==> config.mk <==
export PLATFORM = sky130hd
export DESIGN_NAME = protobuf_slot_count_parser
export DESIGN_NICKNAME = d
export VERILOG_FILES = /design/src/rtl/core/pscp_pkg.sv /design/src/rtl/core/pscp_front.sv /design/src/rtl/core/pscp_back.sv /design/src/rtl/core/protobuf_slot_count_parser.sv
export SDC_FILE = /design/constraint.sdc
export NUM_CORES = 1
export LEC_CHECK = 0
export BUFFER_PORTS_ARGS = -buffer_cell sky130_fd_sc_hd__buf_2
export CELL_PAD_IN_SITES_DETAIL_PLACEMENT = 1
export CELL_PAD_IN_SITES_GLOBAL_PLACEMENT = 2
export CORE_ASPECT_RATIO = 0.6
export CORE_MARGIN = 3
export CORE_UTILIZATION = 35
export DETAILED_ROUTE_END_ITERATION = 7
export PLACE_DENSITY_LB_ADDON = 0.1
export SYNTH_ARGS = -nofsm -noshare
export SYNTH_HDL_FRONTEND = slang
export SYNTH_HIERARCHICAL = 1
export SYNTH_SLANG_ARGS = --single-unit
==> constraint.sdc <==
create_clock -name clk -period 8.6 [get_ports clk]
set_input_delay 0.43 -clock clk [delete_from_list [all_inputs] [get_ports clk]]
set_output_delay 0.43 -clock clk [all_outputs]
set_load 0.03 [all_outputs]
==> src/rtl/core/pscp_pkg.sv <==
// Shared types and constants for the protobuf slot-count parser.
package pscp_pkg;

  localparam int unsigned MAX_BODY_BYTES_DEF = 65536;
  localparam int unsigned QDEPTH = 2;

  localparam logic [12:0] DEF_SLOTS     = 13'd14;
  localparam logic [6:0]  DEF_MAX_CAT   = 7'd64;
  localparam logic [6:0]  DEF_MAX_CNT   = 7'd64;
  localparam logic [12:0] TOTAL_MAX     = 13'd8191;
  localparam logic [6:0]  CAT_SAT       = 7'd127;

  localparam logic [1:0] CFG_DEFAULT_SLOTS = 2'd0;
  localparam logic [1:0] CFG_MAX_CAT       = 2'd1;
  localparam logic [1:0] CFG_MAX_CNT       = 2'd2;

  localparam logic [2:0] WT_VARINT = 3'd0;
  localparam logic [2:0] WT_FIX64  = 3'd1;
  localparam logic [2:0] WT_LEN    = 3'd2;
  localparam logic [2:0] WT_FIX32  = 3'd5;

  typedef enum logic [2:0] {
    PH_TAG,
    PH_VAL,
    PH_SKIP,
    PH_LEN,
    PH_ITAG,
    PH_IVAL
  } phase_t;

  typedef struct packed {
    logic [7:0] data;
    logic       valid;
    logic       last;
  } item_t;

  typedef struct packed {
    logic [12:0] default_slots;
    logic [6:0]  max_cat;
    logic [6:0]  max_cnt;
  } cfg_t;

endpackage

==> src/rtl/core/pscp_front.sv <==
// Input stage: accepts words, drops empty ones and queues the rest.
module pscp_front (
  input  logic             clk,
  input  logic             rst_n,
  input  logic             in_tvalid,
  output logic             in_tready,
  input  logic [7:0]       in_tdata,
  input  logic             in_tuser,
  input  logic             in_tlast,
  output logic             q_valid,
  output pscp_pkg::item_t  q_item,
  input  logic             q_pop
);

  pscp_pkg::item_t q_r [pscp_pkg::QDEPTH];
  logic       wp_r, wp_nxt;
  logic       rp_r, rp_nxt;
  logic [1:0] cnt_r, cnt_nxt;
  logic       push;
  logic       pop;

  assign in_tready = (cnt_r != 2'(pscp_pkg::QDEPTH));
  assign push      = in_tvalid && in_tready && (in_tuser || in_tlast);
  assign q_valid   = (cnt_r != 2'd0);
  assign pop       = q_pop && q_valid;
  assign q_item    = q_r[rp_r];

  always_comb begin
    wp_nxt  = push ? ~wp_r : wp_r;
    rp_nxt  = pop ? ~rp_r : rp_r;
    cnt_nxt = cnt_r + 2'(push) - 2'(pop);
  end

  always_ff @(posedge clk) begin
    if (!rst_n) begin
      wp_r  <= 1'b0;
      rp_r  <= 1'b0;
      cnt_r <= 2'd0;
    end else begin
      wp_r  <= wp_nxt;
      rp_r  <= rp_nxt;
      cnt_r <= cnt_nxt;
    end
  end

  always_ff @(posedge clk) begin
    if (push) begin
      q_r[wp_r] <= '{data: in_tdata, valid: in_tuser, last: in_tlast};
    end
  end

`ifndef SYNTHESIS
  a_cnt_bound: assert property (@(posedge clk) disable iff (!rst_n)
    cnt_r <= 2'(pscp_pkg::QDEPTH)) else $error("queue count out of range");
  a_cnt_track: assert property (@(posedge clk) disable iff (!rst_n)
    (push && !pop) |=> cnt_r == $past(cnt_r) + 2'd1) else $error("queue count lost push");
  a_no_pop_empty: assert property (@(posedge clk) disable iff (!rst_n)
    (cnt_r == 2'd0) |-> !pop) else $error("pop from empty queue");
`endif

endmodule

==> src/rtl/core/pscp_back.sv <==
// Parse engine: decodes one queued byte per cycle unless a last word meets an untaken result; registers the result.
module pscp_back #(
  parameter int unsigned MAX_BODY_BYTES = pscp_pkg::MAX_BODY_BYTES_DEF
) (
  input  logic             clk,
  input  logic             rst_n,
  input  pscp_pkg::cfg_t   cfg,
  input  logic             q_valid,
  input  pscp_pkg::item_t  q_item,
  output logic             q_pop,
  output logic             out_tvalid,
  input  logic             out_tready,
  output logic [31:0]      out_tdata,
  output logic             out_tuser
);

  localparam int unsigned LW = $clog2(MAX_BODY_BYTES + 1);
  localparam int unsigned AW = (LW > 8) ? LW : 8;

  pscp_pkg::phase_t phase_r, phase_nxt;
  logic [AW-1:0] acc_lo_r, acc_lo_nxt;
  logic          acc_hi_r, acc_hi_nxt;
  logic [3:0]    idx_r, idx_nxt;
  logic          tagm_r, tagm_nxt;
  logic [LW-1:0] orem_r, orem_nxt;
  logic [LW-1:0] irem_r, irem_nxt;
  logic [6:0]    cat_r, cat_nxt;
  logic [6:0]    cnt_lo_r, cnt_lo_nxt;
  logic          cnt_big_r, cnt_big_nxt;
  logic [12:0]   total_r, total_nxt;
  logic          err_r, err_nxt;
  logic [LW-1:0] bcnt_r, bcnt_nxt;

  logic          ov_r, ov_nxt;
  logic [12:0]   slot_r, slot_nxt;
  logic [12:0]   tot_r, tot_nxt;
  logic          ok_r, ok_nxt;

  logic [7:0]    b;
  logic [6:0]    sh;
  logic [AW+6:0] contrib;
  logic          hi_add;
  logic [AW-1:0] v_lo;
  logic          v_hi;
  logic          ferr;
  logic          done;
  logic          v_zero;
  logic          v_big;
  logic          fin;
  logic [LW-1:0] irem_dec;
  logic [13:0]   sum;
  logic          ok;
  logic [12:0]   tot_o;

  assign q_pop = q_valid && (!q_item.last || !ov_r || out_tready);
  assign b     = q_item.data;

  always_comb begin
    sh      = {3'b000, idx_r} * 7'd7;
    contrib = (AW + 7)'(b[6:0]) << sh;
    hi_add  = (sh >= 7'(AW)) ? (b[6:0] != 7'd0) : (|contrib[AW+6:AW]);
    v_lo    = acc_lo_r | contrib[AW-1:0];
    v_hi    = acc_hi_r | hi_add;
    ferr    = (idx_r > 4'd9) || ((idx_r == 4'd9) && (b[7:1] != 7'd0));
    done    = !b[7];
    v_zero  = !v_hi && (v_lo == '0);
    v_big   = v_hi || (v_lo > AW'(MAX_BODY_BYTES));
    irem_dec = (irem_r != '0) ? irem_r - LW'(1) : irem_r;
  end

  always_comb begin
    phase_nxt   = phase_r;
    acc_lo_nxt  = acc_lo_r;
    acc_hi_nxt  = acc_hi_r;
    idx_nxt     = idx_r;
    tagm_nxt    = tagm_r;
    orem_nxt    = orem_r;
    irem_nxt    = irem_r;
    cat_nxt     = cat_r;
    cnt_lo_nxt  = cnt_lo_r;
    cnt_big_nxt = cnt_big_r;
    total_nxt   = total_r;
    err_nxt     = err_r;
    bcnt_nxt    = bcnt_r;
    ov_nxt      = ov_r && !out_tready;
    slot_nxt    = slot_r;
    tot_nxt     = tot_r;
    ok_nxt      = ok_r;
    fin         = 1'b0;
    sum         = '0;
    ok          = 1'b0;
    tot_o       = '0;

    if (q_pop && q_item.valid) begin
      if (bcnt_r >= LW'(MAX_BODY_BYTES)) begin
        err_nxt = 1'b1;
      end else begin
        bcnt_nxt = bcnt_r + LW'(1);
        if (!err_r) begin
          if (phase_r == pscp_pkg::PH_ITAG || phase_r == pscp_pkg::PH_IVAL) begin
            irem_nxt = irem_dec;
          end
          if (phase_r == pscp_pkg::PH_SKIP) begin
            orem_nxt = (orem_r != '0) ? orem_r - LW'(1) : orem_r;
            if (orem_nxt == '0) phase_nxt = pscp_pkg::PH_TAG;
          end else if (ferr) begin
            err_nxt = 1'b1;
          end else if (!done) begin
            acc_lo_nxt = v_lo;
            acc_hi_nxt = v_hi;
            idx_nxt    = idx_r + 4'd1;
            if ((phase_r == pscp_pkg::PH_ITAG || phase_r == pscp_pkg::PH_IVAL) &&
                irem_dec == '0) begin
              err_nxt = 1'b1;
            end
          end else begin
            acc_lo_nxt = '0;
            acc_hi_nxt = 1'b0;
            idx_nxt    = 4'd0;
            unique case (phase_r)
              pscp_pkg::PH_TAG: begin
                tagm_nxt = !v_hi && (v_lo[AW-1:3] == (AW - 3)'(3));
                case (v_lo[2:0])
                  pscp_pkg::WT_VARINT: phase_nxt = pscp_pkg::PH_VAL;
                  pscp_pkg::WT_FIX64: begin
                    orem_nxt  = LW'(8);
                    phase_nxt = pscp_pkg::PH_SKIP;
                  end
                  pscp_pkg::WT_FIX32: begin
                    orem_nxt  = LW'(4);
                    phase_nxt = pscp_pkg::PH_SKIP;
                  end
                  pscp_pkg::WT_LEN: phase_nxt = pscp_pkg::PH_LEN;
                  default: err_nxt = 1'b1;
                endcase
              end
              pscp_pkg::PH_VAL: phase_nxt = pscp_pkg::PH_TAG;
              pscp_pkg::PH_LEN: begin
                if (v_big) begin
                  err_nxt = 1'b1;
                end else if (tagm_r) begin
                  cat_nxt = (cat_r < pscp_pkg::CAT_SAT) ? cat_r + 7'd1 : cat_r;
                  if (cat_nxt > cfg.max_cat) begin
                    err_nxt = 1'b1;
                  end else begin
                    cnt_lo_nxt  = 7'd0;
                    cnt_big_nxt = 1'b0;
                    if (v_zero) begin
                      fin       = 1'b1;
                      phase_nxt = pscp_pkg::PH_TAG;
                    end else begin
                      irem_nxt  = LW'(v_lo);
                      phase_nxt = pscp_pkg::PH_ITAG;
                    end
                  end
                end else if (v_zero) begin
                  phase_nxt = pscp_pkg::PH_TAG;
                end else begin
                  orem_nxt  = LW'(v_lo);
                  phase_nxt = pscp_pkg::PH_SKIP;
                end
              end
              pscp_pkg::PH_ITAG: begin
                if (v_lo[2:0] != pscp_pkg::WT_VARINT || irem_dec == '0) begin
                  err_nxt = 1'b1;
                end else begin
                  tagm_nxt  = !v_hi && (v_lo[AW-1:3] == (AW - 3)'(2));
                  phase_nxt = pscp_pkg::PH_IVAL;
                end
              end
              pscp_pkg::PH_IVAL: begin
                if (tagm_r) begin
                  cnt_lo_nxt  = v_lo[6:0];
                  cnt_big_nxt = v_hi || (|v_lo[AW-1:7]);
                end
                if (irem_dec == '0) begin
                  fin       = 1'b1;
                  phase_nxt = pscp_pkg::PH_TAG;
                end else begin
                  phase_nxt = pscp_pkg::PH_ITAG;
                end
              end
              default: err_nxt = 1'b1;
            endcase
          end
        end
      end
    end

    if (fin) begin
      if (cnt_big_nxt || cnt_lo_nxt > cfg.max_cnt) begin
        err_nxt = 1'b1;
      end else begin
        sum       = {1'b0, total_r} + 14'(cnt_lo_nxt);
        total_nxt = (sum > 14'(pscp_pkg::TOTAL_MAX)) ? pscp_pkg::TOTAL_MAX : sum[12:0];
      end
    end

    if (q_pop && q_item.last) begin
      ok       = !err_nxt && phase_nxt == pscp_pkg::PH_TAG && idx_nxt == 4'd0;
      tot_o    = ok ? total_nxt : 13'd0;
      ov_nxt   = 1'b1;
      tot_nxt  = tot_o;
      ok_nxt   = ok;
      slot_nxt = (tot_o > cfg.default_slots) ? tot_o : cfg.default_slots;
      phase_nxt   = pscp_pkg::PH_TAG;
      acc_lo_nxt  = '0;
      acc_hi_nxt  = 1'b0;
      idx_nxt     = 4'd0;
      tagm_nxt    = 1'b0;
      orem_nxt    = '0;
      irem_nxt    = '0;
      cat_nxt     = 7'd0;
      cnt_lo_nxt  = 7'd0;
      cnt_big_nxt = 1'b0;
      total_nxt   = 13'd0;
      err_nxt     = 1'b0;
      bcnt_nxt    = '0;
    end
  end

  always_ff @(posedge clk) begin
    if (!rst_n) begin
      phase_r   <= pscp_pkg::PH_TAG;
      acc_lo_r  <= '0;
      acc_hi_r  <= 1'b0;
      idx_r     <= 4'd0;
      tagm_r    <= 1'b0;
      orem_r    <= '0;
      irem_r    <= '0;
      cat_r     <= 7'd0;
      cnt_lo_r  <= 7'd0;
      cnt_big_r <= 1'b0;
      total_r   <= 13'd0;
      err_r     <= 1'b0;
      bcnt_r    <= '0;
      ov_r      <= 1'b0;
    end else begin
      phase_r   <= phase_nxt;
      acc_lo_r  <= acc_lo_nxt;
      acc_hi_r  <= acc_hi_nxt;
      idx_r     <= idx_nxt;
      tagm_r    <= tagm_nxt;
      orem_r    <= orem_nxt;
      irem_r    <= irem_nxt;
      cat_r     <= cat_nxt;
      cnt_lo_r  <= cnt_lo_nxt;
      cnt_big_r <= cnt_big_nxt;
      total_r   <= total_nxt;
      err_r     <= err_nxt;
      bcnt_r    <= bcnt_nxt;
      ov_r      <= ov_nxt;
    end
  end

  always_ff @(posedge clk) begin
    slot_r <= slot_nxt;
    tot_r  <= tot_nxt;
    ok_r   <= ok_nxt;
  end

  assign out_tvalid = ov_r;
  assign out_tdata  = {6'd0, tot_r, slot_r};
  assign out_tuser  = ok_r;

`ifndef SYNTHESIS
  a_fail_zero: assert property (@(posedge clk) disable iff (!rst_n)
    (ov_r && !ok_r) |-> tot_r == 13'd0) else $error("failed parse reports a total");
  a_slot_floor: assert property (@(posedge clk) disable iff (!rst_n)
    ov_r |-> (slot_r >= tot_r)) else $error("slot count below total");
  a_last_result: assert property (@(posedge clk) disable iff (!rst_n)
    (q_pop && q_item.last) |=> ov_r) else $error("last word gave no result");
  a_idx_bound: assert property (@(posedge clk) disable iff (!rst_n)
    idx_r <= 4'd9) else $error("varint index out of range");
`endif

endmodule

==> src/rtl/core/protobuf_slot_count_parser.sv <==
// Top level of the protobuf slot-count parser: config registers, input queue, parse engine.
// Takes one body byte per cycle while the queue has room; out_tvalid for a word with last
// set comes from the input queue register, then the result register, after that word is accepted.
// Bytes that do not end a body keep flowing while a result waits; a second last word holds in
// the two-entry queue until the waiting result is taken, and input stalls once the queue is
// full. Words with in_tuser and in_tlast both low are dropped at the input.
module protobuf_slot_count_parser #(
  parameter int unsigned MAX_BODY_BYTES = pscp_pkg::MAX_BODY_BYTES_DEF
) (
  input  logic        clk,
  input  logic        rst_n,
  input  logic        in_tvalid,
  output logic        in_tready,
  input  logic [7:0]  in_tdata,   // data_byte
  input  logic        in_tuser,   // byte_valid
  input  logic        in_tlast,
  output logic        out_tvalid,
  input  logic        out_tready,
  output logic [31:0] out_tdata,  // slot_count[12:0], requested_total[25:13], zero fill
  output logic        out_tuser,  // parse_ok
  input  logic        cfg_we,
  input  logic [1:0]  cfg_index,
  input  logic [12:0] cfg_data
);

  pscp_pkg::cfg_t  cfg_r, cfg_nxt;
  pscp_pkg::item_t q_item;
  logic            q_valid;
  logic            q_pop;

  always_comb begin
    cfg_nxt = cfg_r;
    if (cfg_we) begin
      unique case (cfg_index)
        pscp_pkg::CFG_DEFAULT_SLOTS: cfg_nxt.default_slots = cfg_data;
        pscp_pkg::CFG_MAX_CAT:       cfg_nxt.max_cat       = cfg_data[6:0];
        pscp_pkg::CFG_MAX_CNT:       cfg_nxt.max_cnt       = cfg_data[6:0];
        default:                     cfg_nxt = cfg_r;
      endcase
    end
  end

  always_ff @(posedge clk) begin
    if (!rst_n) begin
      cfg_r <= '{default_slots: pscp_pkg::DEF_SLOTS,
                 max_cat:       pscp_pkg::DEF_MAX_CAT,
                 max_cnt:       pscp_pkg::DEF_MAX_CNT};
    end else begin
      cfg_r <= cfg_nxt;
    end
  end

  pscp_front u_front (
    .clk       (clk),
    .rst_n     (rst_n),
    .in_tvalid (in_tvalid),
    .in_tready (in_tready),
    .in_tdata  (in_tdata),
    .in_tuser  (in_tuser),
    .in_tlast  (in_tlast),
    .q_valid   (q_valid),
    .q_item    (q_item),
    .q_pop     (q_pop)
  );

  pscp_back #(
    .MAX_BODY_BYTES (MAX_BODY_BYTES)
  ) u_back (
    .clk        (clk),
    .rst_n      (rst_n),
    .cfg        (cfg_r),
    .q_valid    (q_valid),
    .q_item     (q_item),
    .q_pop      (q_pop),
    .out_tvalid (out_tvalid),
    .out_tready (out_tready),
    .out_tdata  (out_tdata),
    .out_tuser  (out_tuser)
  );

endmodule
==> summary.md <==
| Metric | Value |
|---|---|
| Final nets | roughly 1,400 |
| Average cell area after synthesis | 8.59 µm² |
| TritonRoute pass-1 iters | 5 |
| Count leader, synth | nor2_1 |
| Ys async rst share | 0% |
| Unrepaired setup endpoints after global routing | false |
| Crit Path Class | flip-flop to flip-flop |
| GR Overflow Total | 0 |
| Worst-path fanout max | 14 |
| Crit-path max cell delay | ~0.48 ns |
| CTS Sinks | about 190 |
| Switch share | between 30% and 40% |
| Top post-synthesis cells by count | 143 x nor2_1, 139 x dfxtp_1, 111 x nand2_1 |
| Syn Inst Count | between 1,000 and 1,500 |
| Root buffer cell | clkbuf_16 |
| Setup Skew | about 0.011 ns |
| Yosys top cell by area | dfxtp_1 |
| CTS buffer count | 17 |
| Worst-Margin Slew | 1.14 ns |
| Mapped Area | around 0.011 mm² |
| Reg power frac | roughly two fifths |
| Row cnt | around 50 |
| EDFF count, synth | 47 |
| Main synth FF type | dfxtp_1 |
| Period utilisation layout | ~93% |
| Overall global routing resource usage | a little under a quarter |
| GPL Wtd Cong | roughly 0.86 |
| Final ANT Viol Nets | 0 |
| Worst EP arrival | between 8 and 9 ns |
| Critical Path Start Type | flip-flop |
| Relative slew slack | around 24% |
| P_int | between 1500 and 2000 µW |
| Synth area leaders | dfxtp_1 25%, edfxtp_1 13%, ha_1 5.8% |
| Layout cells sized above 1 | between 10 and 15% |
| Fmax | approximately 130 MHz |
| Initial antenna violation count | 0 |
| Min-delay worst type | primary input to flip-flop |
| Area grow syn2layout | 12.0% |
| CTS tree | yes |
| Postcts setup bufs | 0 |
| Max Slew Vio Count | 0 |
| # fillers | 3,620 |
| Routed wire length | 37,800 µm |
| Sequential share of the synthesized area | between 30% and 40% |
| Via count | between 9,000 and 10,000 |
| Clock buffer depth | 2 |
| Worst skew pair latency | ~0.46 ns |
| WP data required | slightly below 9 ns |
| Maximum vdd ir drop | between 0.15 and 0.2 mV |
| Fin. Hold Viols | 0 |
| Wire per inst | around 22 µm |
| YS warnings | 6 |
| PortBufs | 58 |
| Final setup violating endpoints | 0 |
| Chip width | ~230 µm |
| Core Footprint | slightly above 0.03 mm² |
| DIE HEIGHT | 143 µm |
| Worst hold margin | approximately 0.16 ns |
| CP max stage cell | dfxtp_2 |
| H-tree levels | 4 |
| Period minus WS final | 8.00 ns |
| Final HPWL DP | around 28,000 µm |
| CTS clock-pin slew for the worst setup and hold paths | about 0.08 ns |
| Final core utilization | about two fifths |
| Largest net degree at the start of global routing | 62 |
| Initial detailed-routing violation count | 770 |
| Drt via density | 5.70 |
| Vias in the first global route | slightly below 10,000 |
| Starting density of the core | a little over a third |
| Leakage power figure | about 0.0049 µW |
| Cts hold-fix bufs | 0 |
| Count of cell types in the netlist | between 80 and 90 |
| Status | finished, final reports clean |
| Yosys reg bits | ~190 |
| Cell area power density | between 200 and 250 mW/mm² |
| Clock group share of total power | a little under a third |
| Switch Pwr | around 1000 µW |
| Max_cap viols | 0 |
| DIE AREA | roughly 0.034 mm² |
| Ports | 65 |
| First-pass GRT wire length | approximately 59,000 µm |
| Yosys top cell area share | 25.3% |
| Setup crit end kind | flip-flop |
| Comb power frac | a little under a third |
| DRC | 0 |
[power groups by stage]
stage / clock, µW / combinational (µW) / sequential (µW)
after floorplan: 0 / 481 / 1060
after global placement: 0 / 785 / 1040
after detailed placement: 0 / 791 / 1040
after CTS: 834 / 798 / 1020
after global routing: 874 / 876 / 1030
final: 811 / 809 / 1020
[timing repair]
| action | CTS | global route |
|---|---|---|
| resized for setup | 1 | 11 |
| cloned | 0 | 1 |
| endpoints found under the setup margin | 5 | 13 |
[placed cells by master (no fill, tap or decap), types with 7 or more instances in the layout]
cell type / netlist / layout
or3_1: 19 / 19
a22oi_1: 9 / 8
and3_1: 11 / 11
nor2b_1: 21 / 21
o211ai_1: 10 / 10
xor2_1: 17 / 17
o21a_1: 7 / 7
inv_1: 61 / 61
nor2_1: 143 / 143
a21oi_1: 78 / 78
buf_2: 4 / 58
buf_4: 7 / 23
dfxtp_1: 139 / 136
xnor2_1: 13 / 13
a211oi_1: 11 / 11
ha_1: 51 / 51
nor4_1: 20 / 19
o31ai_1: 18 / 18
nand2b_1: 9 / 9
edfxtp_1: 47 / 47
a21o_1: 14 / 14
clkbuf_16: 0 / 17
and2_1: 15 / 14
nor3_1: 45 / 45
or4_1: 15 / 15
o21ai_0: 53 / 53
a31oi_1: 12 / 12
mux2_2: 12 / 12
mux2i_1: 43 / 42
nand2_1: 111 / 110
nand3_1: 41 / 39
o22ai_1: 18 / 18
nand4_1: 26 / 26
[metrics by stage]
step / setup TNS (ns) / setup slack (ns) / total power, µW / area [µm²] / cells
2_1_floorplan: 0 / 1.07 / 1550 / 11000 / 1284
3_3_place_gp: 0 / 0.453 / 1820 / 11700 / 1703
3_5_place_dp: -0.0181 / -0.0149 / 1830 / 11700 / 1703
4_1_cts: 0 / 0.109 / 2650 / 12300 / 1735
5_1_grt: 0 / 0.0715 / 2780 / 12300 / 1736
6_report: 0 / 0.602 / 2640 / 12300 / 1737
[worst paths after layout]
check / from / endpoint / slack, ns / cells past startpoint
worst max-delay path: flip-flop / u_back/slot_r[5]$_DFFE_PP_ / 0.60 / 30
worst min-delay path: in_tdata[4] / u_front/q_r[1][6]$_DFFE_PP_ / 0.16 / 1
worst max register to register: flip-flop / u_back/slot_r[5]$_DFFE_PP_ / 0.60 / 30
worst min register to register: u_back/cnt_lo_r[6]$_SDFF_PP0_ / u_back/cnt_lo_r[6]$_SDFF_PP0_ / 0.47 / 2
[cell type report]
type / count / area [µm²] / share of cell area, %
Sequential cell: 186 / 4200 / 34.1
Inverter: 61 / 229 / 1.86
Clock buffer: 17 / 425 / 3.46
Antenna cell: 1 / 2.50 / 0.0203
Clock inverter: 15 / 161 / 1.31
Timing Repair Buffer: 81 / 463 / 3.76
Tap cell: 408 / 510 / 4.15
Multi-Input combinational cell: 968 / 6310 / 51.3
[layer usage]
layer  track usage (%)  vias to the layer above  share of wire, %
met5                 0                        -                 0
met4              3.80                        0              0.57
met1              36.6                     4907                56
met3              5.64                       15               6.7
li1                  -                     4734                 -
met2              29.2                      239                37
[kinds of logic after synthesis]
family	count (synthesis)	share of synthesized area (%)
multiplexers	55	5.15
buffers and inverters	131	5.07
XOR/XNOR	30	2.39
flip-flops	186	38.2
AND/OR/NAND/NOR	523	24.4
adder cells (fa/ha/maj)	56	6.72
other	1	0.0341
AO/OA/AOI/OAI	297	18.0
[critical path: cells and delay by family (launching register included)]
kind / cells / cell delay, ns
compound gates: 13 / 3.10
fa+ha+maj: 2 / 0.61
buf+inv: 1 / 0.11
flops: 1 / 0.48
mux: 2 / 0.77
simple gates: 12 / 2.64
[registers in the layout (all words and copies together), names as in the netlist, 13 cells and up, named ones only]
signal,flops
u_back/slot_r,13
cfg_r,27
u_front/q_r,20
u_back/orem_r,17
u_back/acc_lo_r,17
u_back/tot_r,13
u_back/total_r,13
u_back/bcnt_r,17
u_back/irem_r,17
Note: power is estimated with default switching activity, not from simulation.
